--- src/design/i2cm_pkg.sv ---
// Shared types and constants of the I2C master bit engine.
package i2cm_pkg;

	localparam int DIV_W = 16;

	localparam logic [2:0] FUNC_NONE     = 3'd0;
	localparam logic [2:0] FUNC_START_WR = 3'd1;
	localparam logic [2:0] FUNC_START_RD = 3'd2;
	localparam logic [2:0] FUNC_WRITE    = 3'd3;
	localparam logic [2:0] FUNC_READ     = 3'd4;
	localparam logic [2:0] FUNC_STOP     = 3'd5;

	localparam int CFG_IDX_W = 4;
	localparam int CFG_DATA_W = 16;
	localparam logic [CFG_IDX_W-1:0] REG_HALF_PERIOD = 4'd0;
	localparam logic [CFG_IDX_W-1:0] REG_STRETCH_EN  = 4'd1;

	localparam logic [15:0] HALF_PERIOD_RST = 16'd250;
	localparam logic [3:0] LAST_DATA_BIT = 4'd7;
	localparam logic [3:0] ACK_SLOT = 4'd8;

	typedef enum logic [4:0] {
		PH_IDLE  = 5'b00001,
		PH_START = 5'b00010,
		PH_TX    = 5'b00100,
		PH_RX    = 5'b01000,
		PH_STOP  = 5'b10000
	} phase_t;

	typedef struct packed {
		logic [2:0] func;
		logic [6:0] target_address;
		logic [7:0] tx_byte;
		logic       send_ack;
		logic       sda_line;
		logic       scl_line;
	} cmd_t;

	typedef struct packed {
		logic       scl_pull_low;
		logic       sda_pull_low;
		logic       cmd_ready;
		logic       cmd_done;
		logic [7:0] rx_byte;
		logic       slave_acked;
	} res_t;

endpackage

--- src/design/i2cm_cmd_if.sv ---
// Command channel: one beat per bus clock tick.
interface i2cm_cmd_if;
	import i2cm_pkg::*;
	logic valid;
	logic ready;
	cmd_t data;
	modport source (output valid, output data, input ready);
	modport sink (input valid, input data, output ready);
endinterface

--- src/design/i2cm_res_if.sv ---
// Result channel: one beat per accepted command beat.
interface i2cm_res_if;
	import i2cm_pkg::*;
	logic valid;
	logic ready;
	res_t data;
	modport source (output valid, output data, input ready);
	modport sink (input valid, input data, output ready);
endinterface

--- src/design/i2cm_cfg_if.sv ---
// Configuration write channel.
interface i2cm_cfg_if;
	import i2cm_pkg::*;
	logic                  valid;
	logic                  ready;
	logic [CFG_IDX_W-1:0]  index;
	logic [CFG_DATA_W-1:0] data;
	modport source (output valid, output index, output data, input ready);
	modport sink (input valid, input index, input data, output ready);
endinterface

--- src/design/i2cm_core.sv ---
// Bus sequencer state and the next-state logic for one tick.
module i2cm_core (
	input  logic            clk,
	input  logic            arst_n,
	input  logic            step,
	input  i2cm_pkg::cmd_t  cmd,
	input  logic [15:0]     half_period,
	input  logic            stretch_enable,
	output i2cm_pkg::res_t  res,
	output logic            idle
);
	import i2cm_pkg::*;

	phase_t           phase_q, phase_d;
	logic [3:0]       bit_q, bit_d;
	logic [DIV_W-1:0] tick_q, tick_d;
	logic [1:0]       quarter_q, quarter_d;
	logic [7:0]       shift_q, shift_d;
	logic             ack_send_q, ack_send_d;
	logic             ack_flag_q, ack_flag_d;
	logic             scl_q, scl_d;
	logic             sda_q, sda_d;
	logic [7:0]       rx_q, rx_d;

	logic             ready;
	logic             done;
	logic             hold;
	logic             end_step;
	logic [DIV_W-1:0] hp;
	logic [DIV_W-1:0] tick_inc;
	logic [7:0]       shift_new;

	always_comb begin
		phase_d    = phase_q;
		bit_d      = bit_q;
		tick_d     = tick_q;
		quarter_d  = quarter_q;
		shift_d    = shift_q;
		ack_send_d = ack_send_q;
		ack_flag_d = ack_flag_q;
		scl_d      = scl_q;
		sda_d      = sda_q;
		rx_d       = rx_q;
		done       = 1'b0;
		end_step   = 1'b0;
		shift_new  = shift_q;
		ready      = (phase_q == PH_IDLE);

		hp = DIV_W'(half_period);
		if (hp == '0) begin
			hp = DIV_W'(1);
		end
		tick_inc = tick_q + DIV_W'(1);
		// A slave holding SCL low freezes the high half of the bit.
		hold = (quarter_q == 2'd1) && stretch_enable && !cmd.scl_line;

		if (ready) begin
			tick_d    = '0;
			quarter_d = 2'd0;
			case (cmd.func)
				FUNC_START_WR, FUNC_START_RD: begin
					phase_d = PH_START;
					shift_d = {cmd.target_address, (cmd.func == FUNC_START_RD)};
					sda_d   = 1'b0;
				end
				FUNC_WRITE: begin
					phase_d = PH_TX;
					shift_d = cmd.tx_byte;
					bit_d   = 4'd0;
					sda_d   = !cmd.tx_byte[7];
				end
				FUNC_READ: begin
					phase_d    = PH_RX;
					shift_d    = 8'd0;
					ack_send_d = cmd.send_ack;
					bit_d      = 4'd0;
					sda_d      = 1'b0;
				end
				FUNC_STOP: begin
					phase_d = PH_STOP;
					scl_d   = 1'b1;
					sda_d   = 1'b1;
				end
				default: begin
				end
			endcase
		end else if (!hold) begin
			tick_d = tick_inc;
			if (tick_inc >= hp || tick_inc == '0) begin
				tick_d   = '0;
				end_step = 1'b1;
			end
		end

		if (end_step) begin
			case (phase_q)
				PH_START: begin
					case (quarter_q)
						2'd0: begin
							scl_d     = 1'b0;
							quarter_d = 2'd1;
						end
						2'd1: begin
							sda_d     = 1'b1;
							quarter_d = 2'd2;
						end
						2'd2: begin
							scl_d     = 1'b1;
							quarter_d = 2'd3;
						end
						default: begin
							phase_d   = PH_TX;
							bit_d     = 4'd0;
							quarter_d = 2'd0;
							sda_d     = !shift_q[7];
						end
					endcase
				end
				PH_TX, PH_RX: begin
					if (quarter_q == 2'd0) begin
						scl_d     = 1'b0;
						quarter_d = 2'd1;
					end else begin
						if (bit_q < ACK_SLOT) begin
							shift_new = {shift_q[6:0], (phase_q == PH_RX) && cmd.sda_line};
						end else if (phase_q == PH_TX) begin
							ack_flag_d = !cmd.sda_line;
						end else begin
							rx_d = shift_q;
						end
						shift_d = shift_new;
						scl_d   = 1'b1;
						if (bit_q >= ACK_SLOT) begin
							if (phase_q == PH_RX) begin
								sda_d = 1'b0;
							end
							phase_d   = PH_IDLE;
							quarter_d = 2'd0;
							bit_d     = 4'd0;
							done      = 1'b1;
						end else begin
							bit_d     = bit_q + 4'd1;
							quarter_d = 2'd0;
							if (bit_q < LAST_DATA_BIT) begin
								sda_d = (phase_q == PH_TX) && !shift_new[7];
							end else begin
								// Entering the ACK slot: a write releases SDA to listen.
								sda_d = (phase_q == PH_RX) && ack_send_q;
							end
						end
					end
				end
				PH_STOP: begin
					case (quarter_q)
						2'd0: begin
							scl_d     = 1'b0;
							quarter_d = 2'd1;
						end
						2'd1: begin
							sda_d     = 1'b0;
							quarter_d = 2'd2;
						end
						default: begin
							phase_d   = PH_IDLE;
							quarter_d = 2'd0;
							done      = 1'b1;
						end
					endcase
				end
				default: begin
					phase_d   = PH_IDLE;
					quarter_d = 2'd0;
				end
			endcase
		end
	end

	always_ff @(posedge clk or negedge arst_n) begin
		if (!arst_n) begin
			phase_q    <= PH_IDLE;
			bit_q      <= 4'd0;
			tick_q     <= '0;
			quarter_q  <= 2'd0;
			shift_q    <= 8'd0;
			ack_send_q <= 1'b0;
			ack_flag_q <= 1'b0;
			scl_q      <= 1'b0;
			sda_q      <= 1'b0;
			rx_q       <= 8'd0;
		end else if (step) begin
			phase_q    <= phase_d;
			bit_q      <= bit_d;
			tick_q     <= tick_d;
			quarter_q  <= quarter_d;
			shift_q    <= shift_d;
			ack_send_q <= ack_send_d;
			ack_flag_q <= ack_flag_d;
			scl_q      <= scl_d;
			sda_q      <= sda_d;
			rx_q       <= rx_d;
		end
	end

	assign res.scl_pull_low = scl_d;
	assign res.sda_pull_low = sda_d;
	assign res.cmd_ready    = ready;
	assign res.cmd_done     = done;
	assign res.rx_byte      = rx_d;
	assign res.slave_acked  = ack_flag_d;
	assign idle             = ready;

endmodule

--- src/design/i2c_master_bit_engine_unit.sv ---
// Top level of the I2C master bit engine: channels, configuration and result register.
//
// Each beat on cmd is one tick of the bus timer. It carries a command code
// (used only when the engine is idle), its operands and the sampled SDA and
// SCL wire levels. Every accepted cmd beat yields exactly one res beat with
// the open-drain pull-down enables, cmd_ready, a one-tick cmd_done pulse,
// the last received byte and the last slave ACK.
// The result of a beat is in the result register on the edge that accepts it.
// The engine takes one beat per cycle while res is not stalled; the sequencer
// state and the result register update together in a single pass.
// cfg writes half_period (index 0) and stretch_enable (index 1); the port is
// always ready and should be written only while the engine is idle.
// Reset returns to idle with both lines released, half_period at 250 and
// stretching enabled. When the res receiver stalls with a beat held, cmd
// is not ready, so no tick is lost; bus timing then follows the beat rate.
module i2c_master_bit_engine_unit (
	input logic       clk,
	input logic       arst_n,
	i2cm_cmd_if.sink  cmd,
	i2cm_res_if.source res,
	i2cm_cfg_if.sink  cfg
);
	import i2cm_pkg::*;

	logic [15:0] half_period_q;
	logic        stretch_en_q;
	logic        res_valid_q;
	res_t        res_data_q;
	res_t        core_res;
	logic        core_idle;
	logic        step;

	assign cfg.ready = 1'b1;

	always_ff @(posedge clk or negedge arst_n) begin
		if (!arst_n) begin
			half_period_q <= HALF_PERIOD_RST;
			stretch_en_q  <= 1'b1;
		end else if (cfg.valid) begin
			case (cfg.index)
				REG_HALF_PERIOD: half_period_q <= cfg.data;
				REG_STRETCH_EN:  stretch_en_q  <= cfg.data[0];
				default: begin
				end
			endcase
		end
	end

	assign cmd.ready = !res_valid_q || res.ready;
	assign step      = cmd.valid && cmd.ready;

	i2cm_core u_core (
		.clk            (clk),
		.arst_n         (arst_n),
		.step           (step),
		.cmd            (cmd.data),
		.half_period    (half_period_q),
		.stretch_enable (stretch_en_q),
		.res            (core_res),
		.idle           (core_idle)
	);

	always_ff @(posedge clk or negedge arst_n) begin
		if (!arst_n) begin
			res_valid_q <= 1'b0;
		end else if (step) begin
			res_valid_q <= 1'b1;
		end else if (res.ready) begin
			res_valid_q <= 1'b0;
		end
	end

	always_ff @(posedge clk) begin
		if (step) begin
			res_data_q <= core_res;
		end
	end

	assign res.valid = res_valid_q;
	assign res.data  = res_data_q;

	// A finished command always leaves the engine idle for the next tick.
	a_done_to_idle: assert property (@(posedge clk) disable iff (!arst_n)
		(step && core_res.cmd_done) |=> core_idle)
		else $error("engine not idle after cmd_done");

	// Done can only be reported on a tick that was not taking a command.
	a_done_not_ready: assert property (@(posedge clk) disable iff (!arst_n)
		(res.valid && res.data.cmd_done) |-> !res.data.cmd_ready)
		else $error("cmd_done and cmd_ready in the same beat");

	// A held result must block new command beats.
	a_stall_blocks: assert property (@(posedge clk) disable iff (!arst_n)
		(res_valid_q && !res.ready) |-> !cmd.ready)
		else $error("command accepted while result stalled");

endmodule
--- src/flat_wrapper.sv ---
// flat-port wrapper written by rule: the top's interface ports become plain ports
module i2c_master_bit_engine_unit_flat import i2cm_pkg::*;
  (clk, arst_n, cmd_valid, cmd_data, cmd_ready, res_valid, res_data, res_ready, cfg_valid, cfg_index, cfg_data, cfg_ready);
  i2cm_cmd_if cmd_i ();
  i2cm_res_if res_i ();
  i2cm_cfg_if cfg_i ();
  input logic clk;
  input logic arst_n;
  input wire logic [$bits(cmd_i.valid)-1:0] cmd_valid;
  input wire logic [$bits(cmd_i.data)-1:0] cmd_data;
  output wire logic [$bits(cmd_i.ready)-1:0] cmd_ready;
  output wire logic [$bits(res_i.valid)-1:0] res_valid;
  output wire logic [$bits(res_i.data)-1:0] res_data;
  input wire logic [$bits(res_i.ready)-1:0] res_ready;
  input wire logic [$bits(cfg_i.valid)-1:0] cfg_valid;
  input wire logic [$bits(cfg_i.index)-1:0] cfg_index;
  input wire logic [$bits(cfg_i.data)-1:0] cfg_data;
  output wire logic [$bits(cfg_i.ready)-1:0] cfg_ready;
  assign cmd_i.valid = cmd_valid;
  assign cmd_i.data = cmd_data;
  assign cmd_ready = cmd_i.ready;
  assign res_valid = res_i.valid;
  assign res_data = res_i.data;
  assign res_i.ready = res_ready;
  assign cfg_i.valid = cfg_valid;
  assign cfg_i.index = cfg_index;
  assign cfg_i.data = cfg_data;
  assign cfg_ready = cfg_i.ready;
  i2c_master_bit_engine_unit u_core (.clk(clk), .arst_n(arst_n), .cmd(cmd_i), .res(res_i), .cfg(cfg_i));
endmodule
--- config.mk ---
export PLATFORM = sky130hd
export DESIGN_NAME = i2c_master_bit_engine_unit_flat
export DESIGN_NICKNAME = d
export VERILOG_FILES = /design/src/design/i2cm_pkg.sv /design/src/design/i2cm_cmd_if.sv /design/src/design/i2cm_res_if.sv /design/src/design/i2cm_cfg_if.sv /design/src/design/i2cm_core.sv /design/src/design/i2c_master_bit_engine_unit.sv /design/src/flat_wrapper.sv
export SDC_FILE = /design/constraint.sdc
export NUM_CORES = 1
export LEC_CHECK = 0
export BUFFER_PORTS_ARGS = -buffer_cell sky130_fd_sc_hd__buf_2
export CORE_MARGIN = 3
export CORE_UTILIZATION = 59
export CTS_CLUSTER_DIAMETER = 120
export DETAILED_ROUTE_END_ITERATION = 12
export PLACE_DENSITY = 0.88
export SLEW_MARGIN = 20
export SYNTH_ARGS = -nofsm -noshare
export SYNTH_HDL_FRONTEND = slang
export SYNTH_SLANG_ARGS = --single-unit
--- constraint.sdc ---
create_clock -name clk -period 5 [get_ports clk]
set_input_delay 0.75 -clock clk [delete_from_list [all_inputs] [get_ports clk]]
set_output_delay 0.75 -clock clk [all_outputs]
set_load 0.1 [all_outputs]
==> flow_metrics.env, run 1 <==
export IMPL_grt_pass1_vias=4062
export IMPL_route_detailed_drc=0
export IMPL_ys_top_cells_by_area="dfrtp_1 (29%), edfxtp_1 (8.1%), ha_1 (6.5%), nand2_1 (5.2%), mux2_2 (4.9%)"
export IMPL_cts_hold_fix_buffers=0
export IMPL_cts_buffer_depth=2
export IMPL_worst_pin_slew_ns=0.9500
export IMPL_tritoncts="yes"
export IMPL_initial_utilization=0.6177
export IMPL_vias_per_cell=6.104
export IMPL_clock_latency_ns=0.36
export IMPL_pwr_density_cell_nw_per_um2=417.8
export IMPL_core_region_area_um2=7848
export IMPL_final_hold_viol_count=0
export IMPL_wl_um=11440
export IMPL_dp_hpwl_um=8302
export IMPL_cp_startpoint="u_core.u_core.tick_q[0]"
export IMPL_die_area_um2=9339
export IMPL_dp_cells=660
export IMPL_ys_flop_type="dfrtp_1"
export IMPL_critPathKind="reg2reg"
export IMPL_p_sw_w=0.0008974
export IMPL_cp_start_kind="register"
export IMPL_die_w_um=96.64
export IMPL_overflow=0
export IMPL_drv_slew=0
export IMPL_clk_pin_slew_ns=0.09
export IMPL_synth_top_area_frac=0.2943
export IMPL_pwr_share_comb=0.349
export IMPL_clock_sinks=78
export IMPL_ios=62
export IMPL_cp_arrival_ns=4.25
export IMPL_r2r_cells=14
export IMPL_ir_drop_uv=294.2
export IMPL_post_cts_resized=0
export IMPL_synth_edff_count=13
export IMPL_required_ns=5.12
export IMPL_synthesis_area_um2=4847
export IMPL_drive_gt1_frac=0.2195
export IMPL_design_area_um2=5406
export IMPL_port_buffer_count=60
export IMPL_track_usage=0.2511
export IMPL_htreeDepth=3
export IMPL_worstPathMaxFanout=9
export IMPL_place_ws_ns=0.9362
export IMPL_synthTopCellsByCount="nand2_1 (67), dfrtp_1 (57), o21ai_0 (46)"
export IMPL_rsz0062_at_grt="false"
export IMPL_ys_seq_area_frac=0.4182
export IMPL_timing_final_crit_share=0.8265
export IMPL_firstDrtPassIters=5
export IMPL_r2r_start="u_core.u_core.tick_q[0]"
export IMPL_cp_end_kind="register"
export IMPL_area_delta_synth_final_pct=11.54
export IMPL_synthCells=521
export IMPL_ant_nets=0
export IMPL_rows=32
export IMPL_p_leak_nw=2.457
export IMPL_grt_pass1_wl_um=19490
export IMPL_tns_ns=0
export IMPL_min_delay_start="u_core.u_core.sda_q"
export IMPL_n_fill_cell=644
export IMPL_grt_max_degree=66
export IMPL_fin_util=0.6889
export IMPL_post_cts_setup_buffers=0
export IMPL_grt_antenna_before_repair=0
export IMPL_skew_ns=0.02011
export IMPL_relSlewSlack=0.3667
export IMPL_drt_iter0_drc=347
export IMPL_gp_congestion=0.9712
export IMPL_timing_final_ws_setup_ns=0.8676
export IMPL_yosysTopAreaCell="dfrtp_1"
export IMPL_synth_seq_cells=78
export IMPL_max_freq_ghz=0.2420
export IMPL_die_y_um=96.64
export IMPL_fin_crit_ns=4.132
export IMPL_status="finished, final reports clean"
export IMPL_p_sw_frac=0.3973
export IMPL_avgSynthCellArea_um2=9.304
export IMPL_nets=640
export IMPL_yosysMostFrequentCell="nand2_1"
export IMPL_synth_cell_types=68
export IMPL_instances_no_fill=676
export IMPL_min_path_type="reg2reg"
export IMPL_drv_cap=0
export IMPL_clockPowerShare=0.240
export IMPL_synth_nets=592
export IMPL_clockRootBuffer="clkbuf_8"
export IMPL_postPlaceCellArea_um2=5179
export IMPL_hold_path_depth=1
export IMPL_synth_warnings=0
export IMPL_p_seq_frac=0.411
export IMPL_numCtsBuffers=9
export IMPL_setup_violations=0
export IMPL_detail_route_wl_per_cell_um=16.92
export IMPL_p_int_w=0.001362
export IMPL_num_antenna_cells=0
export IMPL_async_reset_ff_frac=0.8333
export IMPL_vias=4126
## final cells by class
cell class                      instances  area (µm²)  area share
Multi-Input combinational cell        389        2592      0.4795
Sequential cell                        78        2027      0.3749
Timing Repair Buffer                   64       330.3     0.06110
Tap cell                              102       127.6     0.02361
Clock buffer                            9       123.9     0.02291
Clock inverter                          7       103.9     0.01921
Inverter                               27       101.3     0.01875
## placed cells by master (no fill, tap or decap), drive strengths merged, types with 10 or more instances in the layout
cell type   n
nand2      68
buf        64
dfrtp      57
o21ai      47
nor2       43
inv        28
ha         25
a21oi      23
mux2       22
nor3       14
edfxtp     13
nand3      12
nor4       10
## worst max-delay path: stages (launching register included)
cell and delay, ns:
dfrtp_1 0.48, ha_1 0.31, nand3_1 0.17, nor4_1 0.38
xnor2_1 0.21, inv_1 0.08, ha_1 0.33, nor2_1 0.10
nor2_1 0.05, a2111oi_0 0.49, o32ai_1 0.20, a31o_1 0.35
and2_4 0.26, nand2_4 0.12, mux2_2 0.36
## power by group through the flow
stage	clock (W)	sequential, W	combinational, W
after detailed placement	0	0.000934	0.000774
after global placement	0	0.000924	0.000743
after CTS	0.000550	0.000922	0.000781
after global routing	0.000579	0.000949	0.000878
final	0.000543	0.000928	0.000788
after floorplan	0	0.000930	0.000586
## stage by stage
| stage | hold WS, ns | total power [W] |
|---|---|---|
| 2_1_floorplan | 0.4544 | 0.001516 |
| 3_3_place_gp | 0.4834 | 0.001666 |
| 3_5_place_dp | 0.4935 | 0.001708 |
| 4_1_cts | 0.5137 | 0.002254 |
| 5_1_grt | 0.5318 | 0.002406 |
| 6_report | 0.5103 | 0.002259 |
## registers in the layout, indices dropped and copies added (netlist names), 2 cells and up
| signal | flops |
|---|---|
| u_core.res.data | 13 |
| u_core.u_core.quarter_q | 2 |
| u_core.u_core.tick_q | 16 |
| u_core.u_core.shift_q | 8 |
| u_core.u_core.bit_q | 4 |
| u_core.u_core.phase_q | 5 |
| u_core.u_core.rx_q | 8 |
| u_core.half_period_q | 16 |
## per-layer routing
layer	global-route usage	part of all wire	up-vias
li1	-	-	1962
met4	0.08531	0.023	0
met2	0.4283	0.51	171
met5	0	0	-
met3	0.04686	0.062	22
met1	0.3210	0.41	1971
## cell families after synthesis
group	Yosys count	share of synthesized area
flops	78	0.4182
compound gates	132	0.1807
other cells	1	0.0007737
simple gates	189	0.1977
buf+inv	54	0.04827
fa+ha+maj	25	0.06453
xor+xnor	16	0.03046
mux	26	0.05937
## final timing paths
path	end	slack, ns
setup / recovery	u_core.res.data[6]	0.87
hold / removal	u_core.u_core.sda_q	0.51
setup reg to reg	u_core.res.data[6]	0.87
hold reg to reg	u_core.u_core.sda_q	0.51
max in group asynchronous	u_core.u_core.tick_q[5]	3.90
min in group asynchronous	u_core.u_core.ack_flag_q	0.57
Power figures use the tool's default switching activity.
==> run 2: changes to the inputs <==
==> constraint.sdc (replaced) <==
create_clock -name clk -period 4.3 [get_ports clk]
set_input_delay 0.645 -clock clk [delete_from_list [all_inputs] [get_ports clk]]
set_output_delay 0.645 -clock clk [all_outputs]
set_load 0.1 [all_outputs]
==> flow_metrics.env, run 2 (same netlist as run 1, synthesis figures left out) <==
export IMPL_cp_end_kind="register"
export IMPL_grt_antenna_before_repair=0
export IMPL_status="finished, final reports clean"
export IMPL_die_w_um=96.64
export IMPL_cp_arrival_ns=4.05
export IMPL_pwr_density_cell_nw_per_um2=477.6
export IMPL_overflow=0
export IMPL_grt_max_degree=43
export IMPL_die_y_um=96.64
export IMPL_fin_util=0.6857
export IMPL_clock_sinks=78
export IMPL_vias_per_cell=6.089
export IMPL_area_delta_synth_final_pct=11.02
export IMPL_num_antenna_cells=0
export IMPL_grt_pass1_vias=4066
export IMPL_instances_no_fill=676
export IMPL_die_area_um2=9339
export IMPL_clockRootBuffer="clkbuf_8"
export IMPL_firstDrtPassIters=5
export IMPL_fin_hold_ws_ns=0.2436
export IMPL_skew_ns=0.01855
export IMPL_required_ns=4.42
export IMPL_worstPathMaxFanout=9
export IMPL_detail_route_wl_per_cell_um=17.01
export IMPL_rows=32
export IMPL_clk_pin_slew_ns=0.09
export IMPL_worstPathCellList="ha_1, nand3_1, nor4_1, xnor2_1, inv_1, ha_1, nor2_1, nor2_1, a2111oi_0, o32ai_1, a31o_2, and2_4, nand2_4, mux2_2"
export IMPL_ir_drop_uv=276.4
export IMPL_worst_pin_slew_ns=0.9355
export IMPL_cp_num_buf_inv=1
export IMPL_cts_buffer_depth=2
export IMPL_drt_iter0_drc=299
export IMPL_route_detailed_drc=0
export IMPL_drive_gt1_frac=0.2213
export IMPL_cp_slowest_cell="dfrtp_1"
export IMPL_drv_slew=0
export IMPL_tns_ns=0
export IMPL_track_usage=0.2516
export IMPL_tritoncts="yes"
export IMPL_slowest_delay_ns=0.49
export IMPL_relSlewSlack=0.3763
export IMPL_timing_final_crit_share=0.9148
export IMPL_core_region_area_um2=7848
export IMPL_layout_commonest_cell="nand2_1"
export IMPL_nets=640
export IMPL_min_path_type="in2async"
export IMPL_clock_latency_ns=0.37
export IMPL_fin_crit_ns=3.934
export IMPL_ios=62
export IMPL_layout_common_cells="nand2_1 (67), buf_2 (60), dfrtp_1 (57)"
export IMPL_finalPower_w=0.002570
export IMPL_ant_nets=0
export IMPL_grt_pass1_wl_um=19420
export IMPL_drv_cap=0
export IMPL_final_hold_viol_count=0
export IMPL_gp_congestion=0.9647
export IMPL_vias=4116
export IMPL_cp_start_kind="register"
export IMPL_critical_path_top_delay_family="simple AND/OR/NAND/NOR gates"
export IMPL_dp_cells=660
export IMPL_max_freq_ghz=0.2542
export IMPL_numCtsBuffers=9
export IMPL_critPathKind="reg2reg"
export IMPL_wl_um=11500
export IMPL_setup_violations=0
export IMPL_dp_hpwl_um=8534
export IMPL_initial_utilization=0.6177
export IMPL_port_buffer_count=60
export IMPL_rsz0062_at_grt="false"
export IMPL_htreeDepth=3
export IMPL_p_leak_nw=2.448
## run 2: through the flow
step / area (µm²) / worst slack, ns
floorplan: 4847 / 0.6645
global placement: 5179 / 0.4994
detailed placement: 5179 / 0.3476
CTS: 5381 / 0.3307
global route: 5381 / 0.05555
finish: 5381 / 0.3665
## run 2: report_power, final
part | switching (W) | total (W) | internal [W]
logic | 0.000569 | 0.000913 | 0.000344
registers | 0.000174 | 0.00108 | 0.000906
clock network | 0.000302 | 0.000577 | 0.000275
total | 0.00105 | 0.00257 | 0.00153
## run 2: repair_timing
item | 4_1_cts | 5_1_grt
hold endpoints to repair | 0 | 0
buffers inserted | 0 | 0
gates resized for setup | 0 | 1
hold buffers | 0 | 0
endpoints found under the setup margin | 0 | 7
## run 2: final timing paths
check | endpoint | cells past startpoint | startpoint | slack, ns
worst max-delay path | u_core.res.data[6] | 14 | u_core.u_core.tick_q[0] | 0.37
worst min-delay path | u_core.u_core.bit_q[2] | 1 | arst_n | 0.24
worst max register to register | u_core.res.data[6] | 14 | u_core.u_core.tick_q[0] | 0.37
worst min register to register | u_core.u_core.tick_q[15] | 2 | u_core.u_core.tick_q[15] | 0.51
max in group asynchronous | u_core.half_period_q[1] | 2 | arst_n | 3.11
min in group clk | u_core.half_period_q[2] | 3 | cfg_data[2] | 0.48
## run 2: layout make-up
class                   count  area [µm²]
fillers                   614        2466
inverters                  27       101.3
flip-flops and latches     78        2027
clock inverters             7       78.83
well taps                 102       127.6
repair buffers             64       330.3
clock buffers               9       123.9
multi-input cells         389        2592
## run 2: per-layer routing
| layer | part of all wire | vias up | global-route usage |
|---|---|---|---|
| li1 | - | 1973 | - |
| met1 | 0.42 | 1963 | 0.3292 |
| met2 | 0.50 | 148 | 0.4209 |
| met3 | 0.059 | 32 | 0.04254 |
| met4 | 0.026 | 0 | 0.09179 |
| met5 | 0 | - | 0 |
## run 2: worst register-to-register path, stage by stage (launching register included)
cell	delay, ns
dfrtp_1	0.49
ha_1	0.31
nand3_1	0.16
nor4_1	0.36
xnor2_1	0.19
inv_1	0.07
ha_1	0.32
nor2_1	0.10
nor2_1	0.05
a2111oi_0	0.38
o32ai_1	0.20
a31o_2	0.33
and2_4	0.23
nand2_4	0.13
mux2_2	0.36
